[config.mk]
export PLATFORM = sky130hd
export DESIGN_NAME = midpoint_circle_outline_top
export DESIGN_NICKNAME = d
export VERILOG_FILES = /design/src/rtl/mco_pkg.sv /design/src/rtl/mco_front.sv /design/src/rtl/mco_back.sv /design/src/rtl/midpoint_circle_outline_top.sv
export SDC_FILE = /design/constraint.sdc
export NUM_CORES = 1
export LEC_CHECK = 0
export BUFFER_PORTS_ARGS = -buffer_cell sky130_fd_sc_hd__clkbuf_2
export CAP_MARGIN = 20
export CORE_AREA = 2 2 135 137
export DETAILED_ROUTE_END_ITERATION = 10
export DIE_AREA = 0 0 137 139
export MAX_ROUTING_LAYER = met4
export PLACE_DENSITY_LB_ADDON = 0.1
export SKIP_LAST_GASP = 1
export SYNTH_ARGS = -nofsm -noshare
export SYNTH_HDL_FRONTEND = slang
export SYNTH_SLANG_ARGS = --single-unit
[constraint.sdc]
create_clock -name clk -period 8 [get_ports clk]
set_clock_uncertainty 0.15 [all_clocks]
set_input_delay 0.4 -clock clk [delete_from_list [all_inputs] [get_ports clk]]
set_output_delay 0.4 -clock clk [all_outputs]
set_load 0.02 [all_outputs]
[src/rtl/mco_pkg.sv]
// Shared constants for the midpoint circle outline generator.
// No dependencies; imported by every module of the block.
package mco_pkg;

	// Width of the radius register and its value after reset
	localparam int unsigned RAD_W        = 6;
	localparam logic [RAD_W-1:0] RAD_RESET = 6'd20;

	// Default parameter values for the top level
	localparam int unsigned MAX_RADIUS_DEF = 32;
	localparam int unsigned COORD_BITS_DEF = 13;

	// A circle produces at most this many output words
	localparam int unsigned MAX_RESULTS = 52;
	localparam int unsigned CNT_W       = $clog2(MAX_RESULTS);

	// Depth of the job queue between front and back
	localparam int unsigned QDEPTH = 2;
	localparam int unsigned QPTR_W = $clog2(QDEPTH);

endpackage

[src/rtl/mco_front.sv]
// Front end: radius register, centre intake, radius clamp and a short job queue.
// Depends on mco_pkg.
module mco_front import mco_pkg::*; #(
	parameter int unsigned MAX_RADIUS = MAX_RADIUS_DEF,
	parameter int unsigned COORD_BITS = COORD_BITS_DEF,
	parameter int unsigned OFF_BITS   = $clog2(MAX_RADIUS + 2),
	parameter int unsigned JOB_W      = 2 * COORD_BITS + OFF_BITS
) (
	input  logic                    clk,
	input  logic                    arst_n,
	input  logic                    radius_we,
	input  logic [RAD_W-1:0]        radius_wdata,
	input  logic                    in_valid,
	output logic                    in_ready,
	input  logic [COORD_BITS-1:0]   in_cx,
	input  logic [COORD_BITS-1:0]   in_cy,
	output logic                    job_valid,
	input  logic                    job_pop,
	output logic [JOB_W-1:0]        job_data    // {radius, cy, cx}
);

	localparam int unsigned QCNT_W = $clog2(QDEPTH + 1);

	logic [RAD_W-1:0]    radius_q;
	logic [OFF_BITS-1:0] rad_clamped;
	logic [JOB_W-1:0]    queue_q [QDEPTH];
	logic [QPTR_W-1:0]   wr_ptr_q;
	logic [QPTR_W-1:0]   rd_ptr_q;
	logic [QCNT_W-1:0]   fill_q;
	logic                push;
	logic                pop;

	// Radius register
	always_ff @(posedge clk or negedge arst_n) begin
		if (!arst_n) begin
			radius_q <= RAD_RESET;
		end else if (radius_we) begin
			radius_q <= radius_wdata;
		end
	end

	// Clamp radius into 1..MAX_RADIUS
	always_comb begin
		if (radius_q == '0) begin
			rad_clamped = OFF_BITS'(1);
		end else if (32'(radius_q) > MAX_RADIUS) begin
			rad_clamped = OFF_BITS'(MAX_RADIUS);
		end else begin
			rad_clamped = OFF_BITS'(radius_q);
		end
	end

	assign in_ready  = (fill_q != QCNT_W'(QDEPTH));
	assign push      = in_valid && in_ready;
	assign pop       = job_pop && job_valid;
	assign job_valid = (fill_q != '0);
	assign job_data  = queue_q[rd_ptr_q];

	// Queue storage
	always_ff @(posedge clk) begin
		if (push) begin
			queue_q[wr_ptr_q] <= {rad_clamped, in_cy, in_cx};
		end
	end

	// Queue pointers and fill count
	always_ff @(posedge clk or negedge arst_n) begin
		if (!arst_n) begin
			wr_ptr_q <= '0;
			rd_ptr_q <= '0;
			fill_q   <= '0;
		end else begin
			if (push) begin
				wr_ptr_q <= (32'(wr_ptr_q) == QDEPTH - 1) ? '0 : wr_ptr_q + 1'b1;
			end
			if (pop) begin
				rd_ptr_q <= (32'(rd_ptr_q) == QDEPTH - 1) ? '0 : rd_ptr_q + 1'b1;
			end
			if (push && !pop) begin
				fill_q <= fill_q + 1'b1;
			end else if (pop && !push) begin
				fill_q <= fill_q - 1'b1;
			end
		end
	end

endmodule

[src/rtl/mco_back.sv]
// Back end: midpoint circle tracer, point mirroring with saturation, output register.
// Depends on mco_pkg.
module mco_back import mco_pkg::*; #(
	parameter int unsigned MAX_RADIUS = MAX_RADIUS_DEF,
	parameter int unsigned COORD_BITS = COORD_BITS_DEF,
	parameter int unsigned OFF_BITS   = $clog2(MAX_RADIUS + 2),
	parameter int unsigned JOB_W      = 2 * COORD_BITS + OFF_BITS
) (
	input  logic                      clk,
	input  logic                      arst_n,
	input  logic                      job_valid,
	output logic                      job_pop,
	input  logic [JOB_W-1:0]          job_data,
	output logic                      out_valid,
	input  logic                      out_ready,
	output logic [8*COORD_BITS-1:0]   out_points,   // px0,py0,px1,py1,px2,py2,px3,py3
	output logic                      out_swapped,
	output logic                      out_last
);

	localparam int unsigned DEC_W = OFF_BITS + 4;
	localparam int unsigned SUM_W = COORD_BITS + 1;

	typedef logic signed [DEC_W-1:0] dec_t;

	logic                       busy_q;
	logic [OFF_BITS-1:0]        x_q;
	logic [OFF_BITS-1:0]        y_q;
	dec_t                       d_q;
	logic                       half_q;
	logic [CNT_W-1:0]           cnt_q;
	logic [COORD_BITS-1:0]      cx_q;
	logic [COORD_BITS-1:0]      cy_q;

	logic                       advance;
	logic [OFF_BITS-1:0]        off_a;
	logic [OFF_BITS-1:0]        off_b;
	logic [COORD_BITS-1:0]      cx_pa, cx_ma, cy_pb, cy_mb;
	logic                       cap_hit;
	logic                       word_last;
	dec_t                       xe, ye, d_next, d_init;
	logic [OFF_BITS-1:0]        job_r;

	// Saturating centre +/- offset
	function automatic logic [COORD_BITS-1:0] sat_add(input logic [COORD_BITS-1:0] c,
			input logic [OFF_BITS-1:0] off, input logic sub);
		logic [SUM_W-1:0] ce;
		logic [SUM_W-1:0] oe;
		logic [SUM_W-1:0] s;
		ce = {c[COORD_BITS-1], c};
		oe = {{(SUM_W-OFF_BITS){1'b0}}, off};
		s  = sub ? (ce - oe) : (ce + oe);
		if (s[SUM_W-1] != s[SUM_W-2]) begin
			sat_add = s[SUM_W-1] ? {1'b1, {(COORD_BITS-1){1'b0}}}
			                     : {1'b0, {(COORD_BITS-1){1'b1}}};
		end else begin
			sat_add = s[COORD_BITS-1:0];
		end
	endfunction

	assign advance = busy_q && (!out_valid || out_ready);
	assign job_pop = !busy_q && job_valid;
	assign job_r   = job_data[JOB_W-1 -: OFF_BITS];

	// Half 0 uses (x,y), half 1 the swapped (y,x)
	assign off_a = half_q ? y_q : x_q;
	assign off_b = half_q ? x_q : y_q;
	assign cx_pa = sat_add(cx_q, off_a, 1'b0);
	assign cx_ma = sat_add(cx_q, off_a, 1'b1);
	assign cy_pb = sat_add(cy_q, off_b, 1'b0);
	assign cy_mb = sat_add(cy_q, off_b, 1'b1);

	assign cap_hit   = (32'(cnt_q) == MAX_RESULTS - 1);
	assign word_last = cap_hit || (half_q && (x_q > y_q));

	// Decision update; the row offset drops first when d is positive
	assign xe     = dec_t'({{(DEC_W-OFF_BITS){1'b0}}, x_q});
	assign ye     = dec_t'({{(DEC_W-OFF_BITS){1'b0}}, y_q});
	assign d_next = (d_q > 0) ? (d_q + ((xe - ye) <<< 2) + dec_t'(14))
	                          : (d_q + (xe <<< 2) + dec_t'(6));
	assign d_init = dec_t'(3) - (dec_t'({{(DEC_W-OFF_BITS){1'b0}}, job_r}) <<< 1);

	// Tracer state
	always_ff @(posedge clk or negedge arst_n) begin
		if (!arst_n) begin
			busy_q <= 1'b0;
			x_q    <= '0;
			y_q    <= '0;
			d_q    <= '0;
			half_q <= 1'b0;
			cnt_q  <= '0;
			cx_q   <= '0;
			cy_q   <= '0;
		end else if (job_pop) begin
			busy_q <= 1'b1;
			x_q    <= '0;
			y_q    <= job_r;
			d_q    <= d_init;
			half_q <= 1'b0;
			cnt_q  <= '0;
			cx_q   <= job_data[COORD_BITS-1:0];
			cy_q   <= job_data[2*COORD_BITS-1:COORD_BITS];
		end else if (advance) begin
			cnt_q <= cnt_q + 1'b1;
			if (word_last) begin
				busy_q <= 1'b0;
				half_q <= 1'b0;
			end else if (!half_q) begin
				half_q <= 1'b1;
			end else begin
				half_q <= 1'b0;
				d_q    <= d_next;
				x_q    <= x_q + 1'b1;
				if (d_q > 0) begin
					y_q <= y_q - 1'b1;
				end
			end
		end
	end

	// Output valid
	always_ff @(posedge clk or negedge arst_n) begin
		if (!arst_n) begin
			out_valid <= 1'b0;
		end else if (advance) begin
			out_valid <= 1'b1;
		end else if (out_ready) begin
			out_valid <= 1'b0;
		end
	end

	// Output payload
	always_ff @(posedge clk) begin
		if (advance) begin
			out_points  <= {cy_mb, cx_ma, cy_mb, cx_pa, cy_pb, cx_ma, cy_pb, cx_pa};
			out_swapped <= half_q;
			out_last    <= word_last;
		end
	end

endmodule

[src/rtl/midpoint_circle_outline_top.sv]
// Top level of the midpoint circle outline generator.
// Depends on mco_pkg, mco_front and mco_back.
// Usage:
//   Write the radius on radius_we/radius_wdata while the block is idle
//   (0 acts as 1, values above MAX_RADIUS act as MAX_RADIUS; reset value 20).
//   Each word on the s_ side is a circle center {center_y, center_x}.
//   For every center the m_ side sends two words per traced offset, the
//   first with m_tuser = 0 (points from (x,y)), the second with m_tuser = 1
//   (points from (y,x)); m_tlast marks the final word of the circle.
//   Coordinates saturate at the signed COORD_BITS range.
// Timing:
//   A center goes into a two-entry queue. On an idle block the center goes
//   from the queue into the tracer state and its first word into the output
//   register; then the m_ side sends one word per cycle while m_tready is high:
//   2*(N+1) words for N tracer steps (32 words, 15 steps at radius 20),
//   capped at 52. Between circles the tracer loads the next job from the queue,
//   and no word goes out meanwhile. The tracer, one offset update per two words, sets this rate.
//   When m_tready is low the output register holds its word and the tracer
//   waits; centers keep queueing until the queue is full.
//   Reset empties the queue, stops any trace and restores radius 20.
module midpoint_circle_outline_top import mco_pkg::*; #(
	parameter int unsigned MAX_RADIUS = MAX_RADIUS_DEF,
	parameter int unsigned COORD_BITS = COORD_BITS_DEF
) (
	input  logic                        clk,
	input  logic                        arst_n,
	input  logic                        radius_we,
	input  logic [RAD_W-1:0]            radius_wdata,
	input  logic                        s_tvalid,
	output logic                        s_tready,
	input  logic [((2*COORD_BITS+7)/8)*8-1:0] s_tdata,   // center_x, center_y
	output logic                        m_tvalid,
	input  logic                        m_tready,
	output logic [((8*COORD_BITS+7)/8)*8-1:0] m_tdata,   // px0,py0,px1,py1,px2,py2,px3,py3
	output logic [0:0]                  m_tuser,         // swapped_half
	output logic                        m_tlast
);

	localparam int unsigned OFF_BITS = $clog2(MAX_RADIUS + 2);
	localparam int unsigned JOB_W    = 2 * COORD_BITS + OFF_BITS;
	localparam int unsigned OUT_W    = ((8*COORD_BITS+7)/8)*8;
	localparam int unsigned PTS_W    = 8 * COORD_BITS;

	logic                job_valid;
	logic                job_pop;
	logic [JOB_W-1:0]    job_data;
	logic [PTS_W-1:0]    points;
	logic                swapped;

	// Intake and job queue
	mco_front #(
		.MAX_RADIUS (MAX_RADIUS),
		.COORD_BITS (COORD_BITS),
		.OFF_BITS   (OFF_BITS),
		.JOB_W      (JOB_W)
	) u_front (
		.clk          (clk),
		.arst_n       (arst_n),
		.radius_we    (radius_we),
		.radius_wdata (radius_wdata),
		.in_valid     (s_tvalid),
		.in_ready     (s_tready),
		.in_cx        (s_tdata[COORD_BITS-1:0]),
		.in_cy        (s_tdata[2*COORD_BITS-1:COORD_BITS]),
		.job_valid    (job_valid),
		.job_pop      (job_pop),
		.job_data     (job_data)
	);

	// Tracer and output register
	mco_back #(
		.MAX_RADIUS (MAX_RADIUS),
		.COORD_BITS (COORD_BITS),
		.OFF_BITS   (OFF_BITS),
		.JOB_W      (JOB_W)
	) u_back (
		.clk         (clk),
		.arst_n      (arst_n),
		.job_valid   (job_valid),
		.job_pop     (job_pop),
		.job_data    (job_data),
		.out_valid   (m_tvalid),
		.out_ready   (m_tready),
		.out_points  (points),
		.out_swapped (swapped),
		.out_last    (m_tlast)
	);

	assign m_tdata    = OUT_W'(points);
	assign m_tuser[0] = swapped;

endmodule
==> out/results.tsv <==
metric	value	unit
dp_hpwl	14400	um
filler_cell_count	1367	
start_util	58.8	%
basic_gate_share_of_the_synthesized_area_counting_and_or_nand_and_nor_cells	11.8	%
tritoncts_clock_tree	yes	
synth_top_cells_by_count	sky130_fd_sc_hd__edfxtp_1 (118), sky130_fd_sc_hd__nand2_1 (89), sky130_fd_sc_hd__o21ai_0 (70), sky130_fd_sc_hd__dfrtp_1 (65), sky130_fd_sc_hd__ha_1 (64)	
synth_async_sr_flop_share	36.2	%
timing.setup.critical_path_class	reg2reg	
ctsHtreeMaxLevel	4	
global_route.usage.total	23.1	%
grt_util_met3	4.24	%
sequential_cell_area_fraction_in_the_yosys_report	50.3	%
first_global_vias	6937	
synth.mux.area_fraction	5.57	%
finalNetCount	1179	
post_drt_wl_per_cell	15.5	um
synthMostInstantiatedCell	sky130_fd_sc_hd__edfxtp_1	
path_max_fanout	24	
yosys_most_used_dff	sky130_fd_sc_hd__edfxtp_1	
syn_avg_cell_area	10.8	um^2
route.antenna.remaining_nets	0	
dpl_cell_area	10900	um^2
timing.max_cap.violations	0	
placementRows	49	
fin_tns_setup	0	ps
use_met1	28.4	%
cts_sinks	185	
post_synth_xor_area_fraction	3.97	%
grt_max_degree	68	
gr-max-usage-layer	met2	
io_buffers	144	
mappedNetlistNets	1076	
worst_setup_path_start_kind	register	
timing.max_slew.rel_slack	41.0	%
synthToLayoutAreaGrowth	13.2	%
synth.top_cells.by_area	sky130_fd_sc_hd__edfxtp_1 (34%), sky130_fd_sc_hd__dfrtp_1 (16%), sky130_fd_sc_hd__ha_1 (7.7%), sky130_fd_sc_hd__mux2i_1 (4.0%), sky130_fd_sc_hd__buf_4 (3.8%)	
result_of_the_run	finished, final reports clean	
core	17700	um^2
synth_compound_gate_area_share	12.0	%
chipWidth	137	um
worst_pin_slew	885	ps
clock_latency_on_the_worst_skew_pair	440	ps
grt_overflow	0	
cp.arrival	4060	ps
clockRootBuffer	sky130_fd_sc_hd__clkbuf_16	
synthAdderAreaFrac	9.06	%
post_synth_instance_area	10400	um^2
max_freq	249	MHz
synthesis.instances	962	
worst_setup_path_end_kind	register	
fp.dieArea	19000	um^2
post_drt_via_cell_ratio	5.52	
num_vias	7221	
yosysWarningCount	0	
cts_inserted_buffers	17	
largest_family_of_logic_cells_by_synthesized_area	compound AO/OA/AOI/OAI gates	
post-synth-top-area-cell	sky130_fd_sc_hd__edfxtp_1	
initialDrtViolationCount	327	
drt_wl_total	20300	um
drc_errors	0	
critPathRequiredTime	8040	ps
grt_pass1_wl	33600	um
synth.lib_cells_used.distinct	62	
hp-class	in2async	
layout.cell_area.non_filler	11800	um^2
finalMaxSlewViolations	0	
report.final.setup_viol	0	
finalCriticalPeriod	4020	ps
clk_pin_slew	70	ps
max-clock-path-buffers	2	
antenna_cells	0	
num_io_pins	151	
final.period_utilization	50.3	%
grt.met2_usage	38.2	%
finalHoldViolations	0	
post_route_cells_drive_above_1_share	19.6	%
dr.pass1.iters	6	
globalplace.congestion	0.880	
synth_seq_cells	185	
rsz_0062_raised_after_global_routing	no	
antenna_found_initial	0	
fraction_of_post_synthesis_cell_area_in_the_top_cell_type_by_area	34.1	%
post-cts-setup-buffer-count	0	
die_h	139	um
synth_edf_count	118	
final timing paths:
check / cells after the start / start / slack, ps / endpoint
min reg2reg: 1 / u_back.d_q[0] / 320 / u_back.d_q[0]
max reg2reg: 9 / u_back.half_q / 3980 / u_back.out_points[94]
max in group asynchronous: 2 / arst_n / 7060 / u_front.rd_ptr_q
max: 9 / u_back.half_q / 3980 / u_back.out_points[94]
min in group clk: 1 / s_tdata[13] / 50 / u_front.queue_q[0][13]
min: 2 / arst_n / 20 / u_back.out_valid
registers in the layout (all words and copies together) (netlist names):
name and flops:
u_back.out_swapped 1, u_front.queue_q 64, u_back.half_q 1, u_back.cnt_q 6, u_front.wr_ptr_q 1, u_back.cy_q 13, u_front.rd_ptr_q 1, u_back.cx_q 13
u_back.out_last 1, u_back.busy_q 1, u_back.d_q 10, u_back.out_points 52, u_back.out_valid 1, u_front.fill_q 2, u_back.y_q 6, u_back.x_q 6
u_front.radius_q 6
routing by layer:
metal  routed length, um  up-vias
met2               10100      167
met4                 397        0
met3                 891       33
li1                    -     3576
met1                8880     3445
met5                   0        -
logic make-up after synthesis:
kind of cell	Yosys count
AO/OA/AOI/OAI	205
AND/OR/NAND/NOR	253
XOR/XNOR	47
buffers and inverters	145
flip-flops	185
adder cells (fa/ha/maj)	71
multiplexers	56
cells in the final DEF, fill, tap and decap left out, types with 3 or more instances in the layout:
cell type,count
sky130_fd_sc_hd__and3_1,6
sky130_fd_sc_hd__o31a_1,6
sky130_fd_sc_hd__or3_1,7
sky130_fd_sc_hd__a211oi_1,6
sky130_fd_sc_hd__xnor2_1,31
sky130_fd_sc_hd__fa_1,7
sky130_fd_sc_hd__mux2i_1,42
sky130_fd_sc_hd__o211ai_1,8
sky130_fd_sc_hd__dlygate4sd3_1,21
sky130_fd_sc_hd__nand2b_1,13
sky130_fd_sc_hd__nand2_1,89
sky130_fd_sc_hd__ha_1,64
sky130_fd_sc_hd__edfxtp_1,118
sky130_fd_sc_hd__buf_4,9
sky130_fd_sc_hd__clkinv_8,5
sky130_fd_sc_hd__a21oi_1,52
sky130_fd_sc_hd__dfrtp_1,64
sky130_fd_sc_hd__xor2_1,16
sky130_fd_sc_hd__o21bai_1,8
sky130_fd_sc_hd__o21ai_0,70
sky130_fd_sc_hd__clkbuf_16,17
sky130_fd_sc_hd__inv_8,3
sky130_fd_sc_hd__mux2_2,14
sky130_fd_sc_hd__nand3_1,17
sky130_fd_sc_hd__a31oi_1,3
sky130_fd_sc_hd__nor3_1,19
sky130_fd_sc_hd__nand4_1,5
sky130_fd_sc_hd__and2_1,5
sky130_fd_sc_hd__o21ai_1,6
sky130_fd_sc_hd__nor2_1,53
sky130_fd_sc_hd__o31ai_1,4
sky130_fd_sc_hd__nor4_1,7
sky130_fd_sc_hd__nor2b_1,20
sky130_fd_sc_hd__o21a_1,16
sky130_fd_sc_hd__a21o_1,5
sky130_fd_sc_hd__inv_1,53
sky130_fd_sc_hd__clkbuf_2,143
per-stage QoR:
step           worst slack (ps)  cells  hold slack, ps  utilization, %
2_1_floorplan              4050    962           -45.6               -
3_3_place_gp               4030   1254             301            61.8
3_5_place_dp               4040   1254             306            61.8
4_1_cts                    4020   1307            25.2            66.6
5_1_grt                    3620   1307            27.3            66.6
6_report                   3980   1307            21.7            66.6
layout make-up:
class	instances	area, um^2	share of cell area (%)
clock buffers	17	425	3.62
clock inverters	15	203	1.72
inverters	55	206	1.76
multi-input cells	632	4410	37.5
flip-flops and latches	185	5220	44.5
well taps	229	287	2.44
repair buffers	174	998	8.50
timing repair:
| action | CTS | global route |
|---|---|---|
| hold buffers | 21 | 0 |
| endpoints found under the hold margin | 41 | 0 |
| gates resized for setup | 0 | 0 |
worst max-delay path, cell delays in order, from the launching register on:
cell and delay, ps:
sky130_fd_sc_hd__dfrtp_1 890, sky130_fd_sc_hd__o21ai_0 360, sky130_fd_sc_hd__ha_1 320, sky130_fd_sc_hd__fa_1 420
sky130_fd_sc_hd__nor2b_1 130, sky130_fd_sc_hd__o21ai_1 90, sky130_fd_sc_hd__a211oi_1 490, sky130_fd_sc_hd__nand2b_1 290
sky130_fd_sc_hd__or4_1 370, sky130_fd_sc_hd__a21bo_2 270
Power is not shown: default switching activity piles up to over one toggle a cycle in this logic, so the estimate is an artifact.
